<file path="src/design/sgc_pkg.sv">
// Shared types, widths and codes of the swipe gesture classifier.
package sgc_pkg;

    localparam int LEVEL_BITS = 8;
    localparam int THR_W      = 8;
    localparam int SENS_W     = 7;
    localparam int GEST_W     = 3;
    localparam int DIFF_W     = LEVEL_BITS + 1;
    localparam int TOT_W      = LEVEL_BITS + 2;
    localparam int LVL_CMP_W  = (LEVEL_BITS > THR_W) ? LEVEL_BITS : THR_W;
    localparam int CMP_W      = ((TOT_W > SENS_W) ? TOT_W : SENS_W) + 1;
    localparam int ADDR_W     = 3;
    localparam int DATA_W     = 32;

    localparam logic [THR_W-1:0]  THRESHOLD_RESET   = THR_W'(40);
    localparam logic [SENS_W-1:0] SENSITIVITY_RESET = SENS_W'(80);
    localparam logic [SENS_W-1:0] FULL_PERCENT      = SENS_W'(100);

    localparam logic REG_THRESHOLD   = 1'b0;
    localparam logic REG_SENSITIVITY = 1'b1;

    localparam logic CMD_PUSH = 1'b0;
    localparam logic CMD_READ = 1'b1;

    localparam logic [GEST_W-1:0] G_NONE  = GEST_W'(0);
    localparam logic [GEST_W-1:0] G_LEFT  = GEST_W'(1);
    localparam logic [GEST_W-1:0] G_RIGHT = GEST_W'(2);
    localparam logic [GEST_W-1:0] G_DOWN  = GEST_W'(3);
    localparam logic [GEST_W-1:0] G_UP    = GEST_W'(4);

    typedef struct packed {
        logic                  command;
        logic [LEVEL_BITS-1:0] up_level;
        logic [LEVEL_BITS-1:0] down_level;
        logic [LEVEL_BITS-1:0] left_level;
        logic [LEVEL_BITS-1:0] right_level;
    } t_in_item;

    typedef struct packed {
        logic [GEST_W-1:0] gesture;
        logic              hand_present;
    } t_out_item;

    typedef struct packed {
        logic [THR_W-1:0]  threshold;
        logic [SENS_W-1:0] sensitivity;
    } t_cfg;

endpackage

</file>
<file path="src/design/sgc_cfg_regs.sv">
// Configuration register file of the swipe gesture classifier behind an APB-style port.
module sgc_cfg_regs (
    input  logic                       i_clk,
    input  logic                       i_rst_n,
    input  logic                       psel,
    input  logic                       penable,
    input  logic                       pwrite,
    input  logic [sgc_pkg::ADDR_W-1:0] paddr,
    input  logic [sgc_pkg::DATA_W-1:0] pwdata,
    output logic [sgc_pkg::DATA_W-1:0] prdata,
    output logic                       pready,
    output sgc_pkg::t_cfg              o_cfg
);

    logic [sgc_pkg::THR_W-1:0]  r_threshold;
    logic [sgc_pkg::SENS_W-1:0] r_sensitivity;
    logic [sgc_pkg::SENS_W-1:0] w_sens_sat;
    logic                       w_write;

    assign pready  = 1'b1;
    assign w_write = psel && penable && pwrite;

    always_comb begin
        w_sens_sat = pwdata[sgc_pkg::SENS_W-1:0];
        if (w_sens_sat > sgc_pkg::FULL_PERCENT) begin
            w_sens_sat = sgc_pkg::FULL_PERCENT;
        end
    end

    always_ff @(posedge i_clk) begin
        if (!i_rst_n) begin
            r_threshold   <= sgc_pkg::THRESHOLD_RESET;
            r_sensitivity <= sgc_pkg::SENSITIVITY_RESET;
        end else if (w_write) begin
            unique case (paddr[2])
                sgc_pkg::REG_THRESHOLD:   r_threshold   <= pwdata[sgc_pkg::THR_W-1:0];
                sgc_pkg::REG_SENSITIVITY: r_sensitivity <= w_sens_sat;
                default:                  r_threshold   <= r_threshold;
            endcase
        end
    end

    always_comb begin
        unique case (paddr[2])
            sgc_pkg::REG_THRESHOLD:   prdata = sgc_pkg::DATA_W'(r_threshold);
            sgc_pkg::REG_SENSITIVITY: prdata = sgc_pkg::DATA_W'(r_sensitivity);
            default:                  prdata = '0;
        endcase
    end

    assign o_cfg.threshold   = r_threshold;
    assign o_cfg.sensitivity = r_sensitivity;

endmodule

</file>
<file path="src/design/sgc_tracker.sv">
// Hand tracking state and swipe classification for one transaction per cycle in which i_step is high.
module sgc_tracker (
    input  logic               i_clk,
    input  logic               i_rst_n,
    input  logic               i_step,
    input  sgc_pkg::t_in_item  i_item,
    input  sgc_pkg::t_cfg      i_cfg,
    output sgc_pkg::t_out_item o_result
);

    logic                               r_awaiting;
    logic                               r_seen;
    logic signed [sgc_pkg::DIFF_W-1:0]  r_cur_dx;
    logic signed [sgc_pkg::DIFF_W-1:0]  r_cur_dy;
    logic signed [sgc_pkg::DIFF_W-1:0]  r_entry_dx;
    logic signed [sgc_pkg::DIFF_W-1:0]  r_entry_dy;
    logic [sgc_pkg::GEST_W-1:0]         r_latched;

    logic                               n_awaiting;
    logic                               n_seen;
    logic signed [sgc_pkg::DIFF_W-1:0]  n_cur_dx;
    logic signed [sgc_pkg::DIFF_W-1:0]  n_cur_dy;
    logic signed [sgc_pkg::DIFF_W-1:0]  n_entry_dx;
    logic signed [sgc_pkg::DIFF_W-1:0]  n_entry_dy;
    logic [sgc_pkg::GEST_W-1:0]         n_latched;

    logic [sgc_pkg::LVL_CMP_W-1:0]      w_th;
    logic                               w_empty;
    logic signed [sgc_pkg::DIFF_W-1:0]  w_dx;
    logic signed [sgc_pkg::DIFF_W-1:0]  w_dy;
    logic signed [sgc_pkg::CMP_W-1:0]   w_tx;
    logic signed [sgc_pkg::CMP_W-1:0]   w_ty;
    logic signed [sgc_pkg::CMP_W-1:0]   w_margin;
    logic [sgc_pkg::SENS_W-1:0]         w_margin_u;

    assign w_th    = sgc_pkg::LVL_CMP_W'(i_cfg.threshold);
    assign w_empty = (sgc_pkg::LVL_CMP_W'(i_item.up_level) < w_th)
                  && (sgc_pkg::LVL_CMP_W'(i_item.down_level) < w_th)
                  && (sgc_pkg::LVL_CMP_W'(i_item.left_level) < w_th)
                  && (sgc_pkg::LVL_CMP_W'(i_item.right_level) < w_th);

    assign w_dx = signed'({1'b0, i_item.right_level}) - signed'({1'b0, i_item.left_level});
    assign w_dy = signed'({1'b0, i_item.up_level}) - signed'({1'b0, i_item.down_level});

    assign w_tx       = sgc_pkg::CMP_W'(r_entry_dx) - sgc_pkg::CMP_W'(r_cur_dx);
    assign w_ty       = sgc_pkg::CMP_W'(r_entry_dy) - sgc_pkg::CMP_W'(r_cur_dy);
    assign w_margin_u = sgc_pkg::FULL_PERCENT - i_cfg.sensitivity;
    assign w_margin   = signed'(sgc_pkg::CMP_W'(w_margin_u));

    always_comb begin
        n_awaiting = r_awaiting;
        n_seen     = r_seen;
        n_cur_dx   = r_cur_dx;
        n_cur_dy   = r_cur_dy;
        n_entry_dx = r_entry_dx;
        n_entry_dy = r_entry_dy;
        n_latched  = r_latched;
        o_result.gesture      = r_latched;
        o_result.hand_present = r_seen && !r_awaiting;

        if (i_item.command == sgc_pkg::CMD_READ) begin
            n_latched = sgc_pkg::G_NONE;
        end else begin
            n_seen = 1'b1;
            if (w_empty) begin
                n_awaiting = 1'b1;
                if ((r_entry_dx != '0) || (r_entry_dy != '0)) begin
                    priority if (w_ty > w_margin) begin
                        n_latched = sgc_pkg::G_UP;
                    end else if (w_ty < -w_margin) begin
                        n_latched = sgc_pkg::G_DOWN;
                    end else if (w_tx > w_margin) begin
                        n_latched = sgc_pkg::G_RIGHT;
                    end else if (w_tx < -w_margin) begin
                        n_latched = sgc_pkg::G_LEFT;
                    end
                    n_cur_dx   = '0;
                    n_cur_dy   = '0;
                    n_entry_dx = '0;
                    n_entry_dy = '0;
                end
            end else begin
                n_cur_dx = w_dx;
                n_cur_dy = w_dy;
                if (r_awaiting) begin
                    n_awaiting = 1'b0;
                    n_entry_dx = w_dx;
                    n_entry_dy = w_dy;
                end
            end
            o_result.gesture      = n_latched;
            o_result.hand_present = !n_awaiting;
        end
    end

    always_ff @(posedge i_clk) begin
        if (!i_rst_n) begin
            r_awaiting <= 1'b0;
            r_seen     <= 1'b0;
            r_cur_dx   <= '0;
            r_cur_dy   <= '0;
            r_entry_dx <= '0;
            r_entry_dy <= '0;
            r_latched  <= sgc_pkg::G_NONE;
        end else if (i_step) begin
            r_awaiting <= n_awaiting;
            r_seen     <= n_seen;
            r_cur_dx   <= n_cur_dx;
            r_cur_dy   <= n_cur_dy;
            r_entry_dx <= n_entry_dx;
            r_entry_dy <= n_entry_dy;
            r_latched  <= n_latched;
        end
    end

    a_read_clears: assert property (@(posedge i_clk) disable iff (!i_rst_n)
        i_step && (i_item.command == sgc_pkg::CMD_READ) |=> r_latched == sgc_pkg::G_NONE)
        else $error("Latched gesture not cleared by a read.");

    a_idle_no_entry: assert property (@(posedge i_clk) disable iff (!i_rst_n)
        r_awaiting |-> (r_entry_dx == '0) && (r_entry_dy == '0))
        else $error("Entry differences kept while no hand is present.");

    a_gesture_range: assert property (@(posedge i_clk) disable iff (!i_rst_n)
        r_latched <= sgc_pkg::G_UP)
        else $error("Latched gesture holds an undefined code.");

endmodule

</file>
<file path="src/design/swipe_gesture_classifier.sv">
// Top level of the swipe gesture classifier: input register, tracker and result register.
//
// Usage: each input transaction carries either one photodiode dataset (command push) or
// a read command that returns and clears the latched gesture. Every input transaction
// yields exactly one output transaction with the latched gesture and the hand flag.
// An accepted transaction waits in the input register until the result register is free,
// is evaluated by the tracker and lands in the result register, which drives o_out_valid.
// One transaction can be accepted every cycle while o_in_stall is low; the tracker state
// updates as each result is registered, so back-to-back datasets see each other's effect.
// When the receiver asserts i_out_stall a full result register holds; the input register
// still takes one more transaction, and o_in_stall rises only while both are full.
// Reset clears the valid flags of both registers, all tracking state and the latched
// gesture, and loads threshold 40 and sensitivity 80. The APB-style port is always
// ready and should be written only while no transaction is in flight.
module swipe_gesture_classifier (
    input  logic                       i_clk,
    input  logic                       i_rst_n,
    input  logic                       i_in_valid,
    output logic                       o_in_stall,
    input  sgc_pkg::t_in_item          i_in_data,
    output logic                       o_out_valid,
    input  logic                       i_out_stall,
    output sgc_pkg::t_out_item         o_out_data,
    input  logic                       psel,
    input  logic                       penable,
    input  logic                       pwrite,
    input  logic [sgc_pkg::ADDR_W-1:0] paddr,
    input  logic [sgc_pkg::DATA_W-1:0] pwdata,
    output logic [sgc_pkg::DATA_W-1:0] prdata,
    output logic                       pready
);

    sgc_pkg::t_cfg      w_cfg;
    sgc_pkg::t_in_item  r_in_data;
    logic               r_in_valid;
    sgc_pkg::t_out_item r_out_data;
    logic               r_out_valid;
    sgc_pkg::t_out_item w_result;
    logic               w_advance;
    logic               w_step;
    logic               w_in_accept;

    sgc_cfg_regs u_cfg (
        .i_clk   (i_clk),
        .i_rst_n (i_rst_n),
        .psel    (psel),
        .penable (penable),
        .pwrite  (pwrite),
        .paddr   (paddr),
        .pwdata  (pwdata),
        .prdata  (prdata),
        .pready  (pready),
        .o_cfg   (w_cfg)
    );

    sgc_tracker u_tracker (
        .i_clk    (i_clk),
        .i_rst_n  (i_rst_n),
        .i_step   (w_step),
        .i_item   (r_in_data),
        .i_cfg    (w_cfg),
        .o_result (w_result)
    );

    assign w_advance   = !r_out_valid || !i_out_stall;
    assign w_step      = r_in_valid && w_advance;
    assign o_in_stall  = r_in_valid && !w_advance;
    assign w_in_accept = i_in_valid && !o_in_stall;

    always_ff @(posedge i_clk) begin
        if (!i_rst_n) begin
            r_in_valid <= 1'b0;
        end else if (w_in_accept) begin
            r_in_valid <= 1'b1;
        end else if (w_step) begin
            r_in_valid <= 1'b0;
        end
    end

    always_ff @(posedge i_clk) begin
        if (w_in_accept) begin
            r_in_data <= i_in_data;
        end
    end

    always_ff @(posedge i_clk) begin
        if (!i_rst_n) begin
            r_out_valid <= 1'b0;
        end else if (w_advance) begin
            r_out_valid <= r_in_valid;
        end
    end

    always_ff @(posedge i_clk) begin
        if (w_step) begin
            r_out_data <= w_result;
        end
    end

    assign o_out_valid = r_out_valid;
    assign o_out_data  = r_out_data;

    a_stall_only_full: assert property (@(posedge i_clk) disable iff (!i_rst_n)
        o_in_stall |-> r_in_valid && r_out_valid)
        else $error("Input stalled with a free register.");

    a_step_gives_result: assert property (@(posedge i_clk) disable iff (!i_rst_n)
        w_step |=> r_out_valid)
        else $error("Evaluated transaction produced no result.");

endmodule
</file>
<file path="config.mk">
export PLATFORM = sky130hd
export DESIGN_NAME = swipe_gesture_classifier
export DESIGN_NICKNAME = d
export VERILOG_FILES = /design/src/design/sgc_pkg.sv /design/src/design/sgc_cfg_regs.sv /design/src/design/sgc_tracker.sv /design/src/design/swipe_gesture_classifier.sv
export SDC_FILE = /design/constraint.sdc
export NUM_CORES = 1
export LEC_CHECK = 0
export ABC_AREA = 1
export BUFFER_PORTS_ARGS = -buffer_cell sky130_fd_sc_hd__clkbuf_2
export CAP_MARGIN = 20
export CORE_AREA = 3 3 117 119
export CTS_CLUSTER_DIAMETER = 30
export DETAILED_ROUTE_END_ITERATION = 16
export DIE_AREA = 0 0 120 122
export GPL_ROUTABILITY_DRIVEN = 1
export GPL_TIMING_DRIVEN = 0
export PLACE_DENSITY = 0.77
export SYNTH_ARGS = -nofsm -noshare
export SYNTH_HDL_FRONTEND = slang
export SYNTH_HIERARCHICAL = 1
export SYNTH_SLANG_ARGS = --single-unit
</file>
<file path="constraint.sdc">
create_clock -name i_clk -period 9 [get_ports i_clk]
set_clock_uncertainty 0.1 [all_clocks]
set_input_delay 0.9 -clock i_clk [delete_from_list [all_inputs] [get_ports i_clk]]
set_output_delay 0.9 -clock i_clk [all_outputs]
set_load 0.02 [all_outputs]
</file>
# Word-level counts from Yosys, hierarchy flattened
# Index checks and enable logic that the tools add are counted.
# totals
ff_bits,95
latch_bits,0
ramBits,0
rom_bits,0
out_inout_bits,39
elab_cells,83
memories,0
# classes
add_sub_neg,6
multipliers,0
div,0
n_lt_le_gt_ge,9
eq_ne,1
n_shift,0
muxes,21
n_bitwise,2
n_reduce_logical,26
# ops
operator,count
$pmux W32 S2,1
$mux W9,7
$lt A8 B8 Y1,4
$gt A11 B8 Y1,2
$lt A11 B11 Y1,2
$mux W3,7
$sub A9 B9 Y10,2
$reduce_bool A9 Y1,2
$sub A8 B8 Y9,2
$neg A7 Y11,1
$logic_and A1 B1 Y1,9
$gt A7 B7 Y1 const B,1
$mux W7,1
$sub A7 B7 Y7 const A,1
$logic_not A1 Y1,6
$reduce_and A2 Y1,3
$mux W1,4
$mux W4,1
$reduce_and A4 Y1,1
$reduce_bool A2 Y1,2
$reduce_and A3 Y1,1
$logic_or A1 B1 Y1,2
$ne A2 B2 Y1 const B,1
$not A1 Y1,2

# Logic depth before layout (Yosys ltp)
# depth
depth_word,10
mapped_depth,26

# By module
# Netlist, hierarchy kept.
# by_module_without_submodules
mod,n_inst,cells_per_inst,area_per_inst_um2,seq_area_each_um2
sgc_tracker,1,729,4878.4,820.8
swipe_gesture_classifier,1,50,1206.2,1151.1
sgc_cfg_regs,1,119,890.9,300.3

# Worst setup path after synthesis
# Ideal clock, no wire load.
# synth_timing
path_type,flip-flop to flip-flop
from,register u_tracker/r_entry_dx[0] (netlist bit)
to,register r_out_data (netlist bit o_out_data[2]) (data pin)
arrival_time_ns,2.990
slack_ns,5.650
path_stages_with_launch,22
path_buffers,0
period_less_slack_ns,3.350
cell_sequence,dfxtp_1 -> inv_1 -> ha_1 -> fa_1 -> o21ai_0 -> nand4_1 -> o211ai_1 -> xor2_1 -> inv_1 -> ha_1 -> a21oi_1 -> nor3_1 -> a211oi_1 -> nand2_2 -> nand2_1 -> nand2_1 -> nand2_1 -> nand2_1 -> nand2_1 -> o21ai_1 -> nand2_1 -> o21ai_0
# synth_lines
element,line_no,rtl
start: declaration,sgc_tracker.sv:15,logic signed [sgc_pkg::DIFF_W-1:0] r_entry_dx;
start signal: assignment,sgc_tracker.sv:110,r_entry_dx <= n_entry_dx;
end signal: assignment,swipe_gesture_classifier.sv:96,r_out_data <= w_result;
end: declaration,swipe_gesture_classifier.sv:36,sgc_pkg::t_out_item r_out_data;

==> qor_table.md <==
| Quantity | Value |
| --- | --- |
| Min cycle time layout | 3.86 ns |
| Clock latency on the worst-skew pair | 0.34 ns |
| Kind of capture point of the worst setup path | flop |
| Most frequently used flop master after synthesis | dfxtp_1 |
| Largest net degree at the start of global routing | 34 |
| Lkg Pwr | 4.10 nW |
| Clock-pin transition on the worst setup and hold timing paths | 0.07 ns |
| Crit Path Class | reg -> reg |
| Placed inst area | 0.00759 sq mm |
| DRT Pass-1 Iters | 5 |
| Final WL | 14400 um |
| Multi-input gate area in the final layout | 0.00392 sq mm |
| Floorplan die height | 122 um |
| IR Drop Worst-Case VDD | 0.129 mV |
| Placeable core region | 0.0127 sq mm |
| Flops & latches, synth | 95 |
| Total power density per cell area | 150 mW/mm^2 |
| Post-route setup TNS | 0 ns |
| Die Outline Area | 0.0146 sq mm |
| Count of max-cap constraint violations | 0 |
| Leading cell type by number of instances after synthesis | nand2_1 |
| Portion of total power attributed to combinational logic | 0.288 |
| Worst Hold Class | reg -> reg |
| Delay-heaviest family, CP | compound AO/OA/AOI/OAI gates |
| Count of cells resized by post-cts repair | 0 |
| Synthesis Warnings | 6 |
| Worst r2r dst | o_out_data[2] |
| Number of buffer and inverter stages on the critical path | 2 |
| Ant diodes | 0 |
| Final worst slack | 5.14 ns |
| Clock tree from TritonCTS | built |
| Post-synthesis async set-or-reset flop share | 0 |
| Total clock buffers created by CTS | 9 |
| Via/cell ratio | 4.93 |
| Number of antenna violations at the first check in global routing | 0 |
| Cell Chain, Critical Path | inv_1 -> ha_1 -> fa_1 -> o21ai_0 -> nand4_1 -> o211ai_1 -> xor2_1 -> inv_1 -> ha_1 -> a21oi_1 -> nor3_1 -> a211oi_1 -> nand2_2 -> nand2_1 -> nand2_1 -> nand2_1 -> nand2_1 -> nand2_1 -> o21ai_1 -> nand2_1 -> o21ai_0 |
| Internal reg-to-reg setup slack | 5.14 ns |
| Start point of the worst hold path | u_tracker/r_cur_dy[4] |
| TritonCTS Sinks | 95 |
| Relative slew slack | 0.469 |
| Syn avg cell area | 7.77 sq um |
| Arrival time of the worst setup path | 3.85 ns |
| Crit-path most repeated cell | nand2_1 |
| Starting density of the core | 0.551 |
| Largest cells by area after synthesis | ha_1 17%, dfxtp_1 17%, edfxtp_1 16%, nand2_1 8.9%, inv_1 8.2% |
| Number of synthesized flops with an enable pin | 37 |
| Fmax | 0.259 GHz |
| Largest fanout of any net on the critical path | 3 |
| Post-CTS setup-driven buffer insertion count | 0 |
| Number of failing hold endpoints at the final stage | 0 |
| Root cell of the clock tree | clkbuf_16 |
| Outcome | completed |
| Filler cell count in the final layout | 1131 |
| H-tree Lvls | 3 |
| Critical path data required time | 9.00 ns |
| Sequential power share | 0.406 |
| Worst slack after detailed placement | 5.16 ns |
| Max-slew violation count | 0 |
| Global-route congestion overflow total | 0 |
| Number of distinct standard cells referenced by the synthesized netlist | 46 |
| Switching power | 0.389 mW |
| Site Rows | 41 |
| Final period utilization | 0.429 |
| Port Buffers | 62 |
| Vias in the first global route | 5400 |
| DP HPWL | 12000 um |
| DR vias | 5773 |
| Launching point of the worst reg2reg path | u_tracker/r_entry_dx[0] |
| Total I/O pin count | 114 |
| End-of-flow core utilization | 0.624 |
| Remaining design rule violation count | 0 |
| Maximum clock path buffer count | 2 |
| Netlist area before placement | 0.00698 sq mm |
| Clock Power Share | 0.306 |
| Worst Setup Start Kind | flop |
| Final weighted congestion of routability-driven global placement | 0.876 |
| Switching fraction of total power | 0.328 |
| Routed len/inst | 12.3 um |
| Slew at the pin closest to its max-slew limit | 0.797 ns |
| Worst Hold Endpoint | u_tracker/r_cur_dy[4] |
| Hold Path Stages | 2 |
| Proportion of synthesized chip area in sequential cells | 0.326 |
| Fraction of final layout cells sized beyond drive strength 1 | 0.152 |
| First-pass GRT wire length | 24200 um |
| Final net count | 1170 |
| Number of buffers inserted for hold repair after clock tree synthesis | 0 |
| Synth-to-layout area growth | 13.3% |
| Routed Antenna Nets | 0 |
| Horiz. Die Dim | 120 um |
| Post-synthesis instance total | 898 |
| Master of the slowest instance on the critical path | fa_1 |
| Reg area | 0.00227 sq mm |
| Overall Global Routing Usage | 0.202 |
| Iter 0 DRT Violations | 427 |
| Number of setup violations in the final report | 0 |
| Design Area, Final | 0.00790 sq mm |
| Post-synthesis cell type with the largest combined area | ha_1 |
| Delay of the slowest critical-path stage | 0.44 ns |
| Cell-internal power | 0.796 mW |
| Setup repair after global routing missed its margin | no |
| Number of cell instances on the worst register-to-register path | 21 |
| Proportion of netlist area held by the largest area contributor | 0.172 |
| Most used standard cells in the synthesized netlist | 165 x nand2_1, 152 x inv_1, 96 x ha_1 |
==> cell usage in the layout, fill, tap and decap left out, types with 6 or more instances in the layout <==
cell type,instances
a211oi_1,9
a21oi_1,87
nand2_1,165
conb_1,25
o211ai_1,6
buf_4,26
buf_2,7
clkbuf_16,9
clkbuf_2,62
inv_1,152
xor2_1,11
dfxtp_1,58
xnor2_1,8
nand2_2,12
nand3b_1,9
ha_1,96
nand4_1,8
inv_2,7
o21ai_0,42
nand3_1,39
edfxtp_1,37
o21ai_1,12
nor2_1,51
nor3_1,6
==> area by class of cell <==
cell class,instances,share of cell area
timing repair buffer,63,0.0427
tap,172,0.0272
clock buffer,9,0.0285
inverter,161,0.0771
sequential,95,0.288
clock inverter,7,0.00792
multi-input combinational,626,0.496
buffer,39,0.0329
==> worst min-delay path, delay by kind of cell, from the launching register on <==
family	cells	cell delay, ns
buf+inv	1	0.07
compound gates	1	0.06
flops	1	0.30
==> registers in the layout (all words and copies together) (netlist names), 4 cells and up <==
signal / flops
r_in_data: 33
u_tracker/r_entry_dx: 9
u_cfg/r_threshold: 8
u_tracker/r_entry_dy: 9
o_out_data: 4
u_tracker/r_cur_dy: 9
u_tracker/r_cur_dx: 9
u_cfg/r_sensitivity: 7
==> metrics by stage <==
step | instances | total power, mW | hold WS [ns]
2_1_floorplan | 921 | 0.747 | 0.335
3_3_place_gp | 1155 | 0.820 | 0.347
3_5_place_dp | 1155 | 0.828 | 0.353
4_1_cts | 1171 | 1.19 | 0.363
5_1_grt | 1172 | 1.27 | 0.388
6_report | 1172 | 1.18 | 0.364
==> worst max path at each step <==
stage,startpoint,endpoint,slack (ns),cells past startpoint
floorplan,u_tracker/r_entry_dx[0],o_out_data[2],5.65,21
global placement,u_tracker/r_entry_dx[0],o_out_data[2],5.25,21
detailed placement,u_tracker/r_entry_dx[0],o_out_data[2],5.16,21
CTS,u_tracker/r_entry_dx[0],o_out_data[2],5.14,21
global route,u_tracker/r_entry_dx[0],o_out_data[2],4.71,21
finish,u_tracker/r_entry_dx[0],o_out_data[2],5.14,21
==> routing by layer <==
metal	up-vias	GRT usage	routed length, um
li1	3112	-	-
met1	2530	0.250	6420
met2	115	0.365	7170
met3	16	0.0227	433
met4	0	0.0737	339
met5	-	0	0
==> logic make-up (layout without fill, tap and decap cells) <==
| logic type | count (synthesis) | count (layout) | synth area share |
|---|---|---|---|
| fa+ha+maj | 100 | 100 | 0.184 |
| xor+xnor | 19 | 19 | 0.0239 |
| other cells | 2 | 25 | 0.00108 |
| compound gates | 174 | 174 | 0.137 |
| flops | 95 | 95 | 0.326 |
| buf+inv | 200 | 279 | 0.125 |
| simple gates | 308 | 308 | 0.204 |
==> power by group through the flow <==
stage                     logic, mW  registers (mW)  clock network [mW]
after floorplan               0.259           0.488                   0
after global placement        0.330           0.490                   0
after detailed placement      0.337           0.491                   0
after CTS                     0.340           0.481               0.372
after global routing          0.396           0.483               0.391
final                         0.341           0.481               0.363
Note: power is estimated with default switching activity, not from simulation.
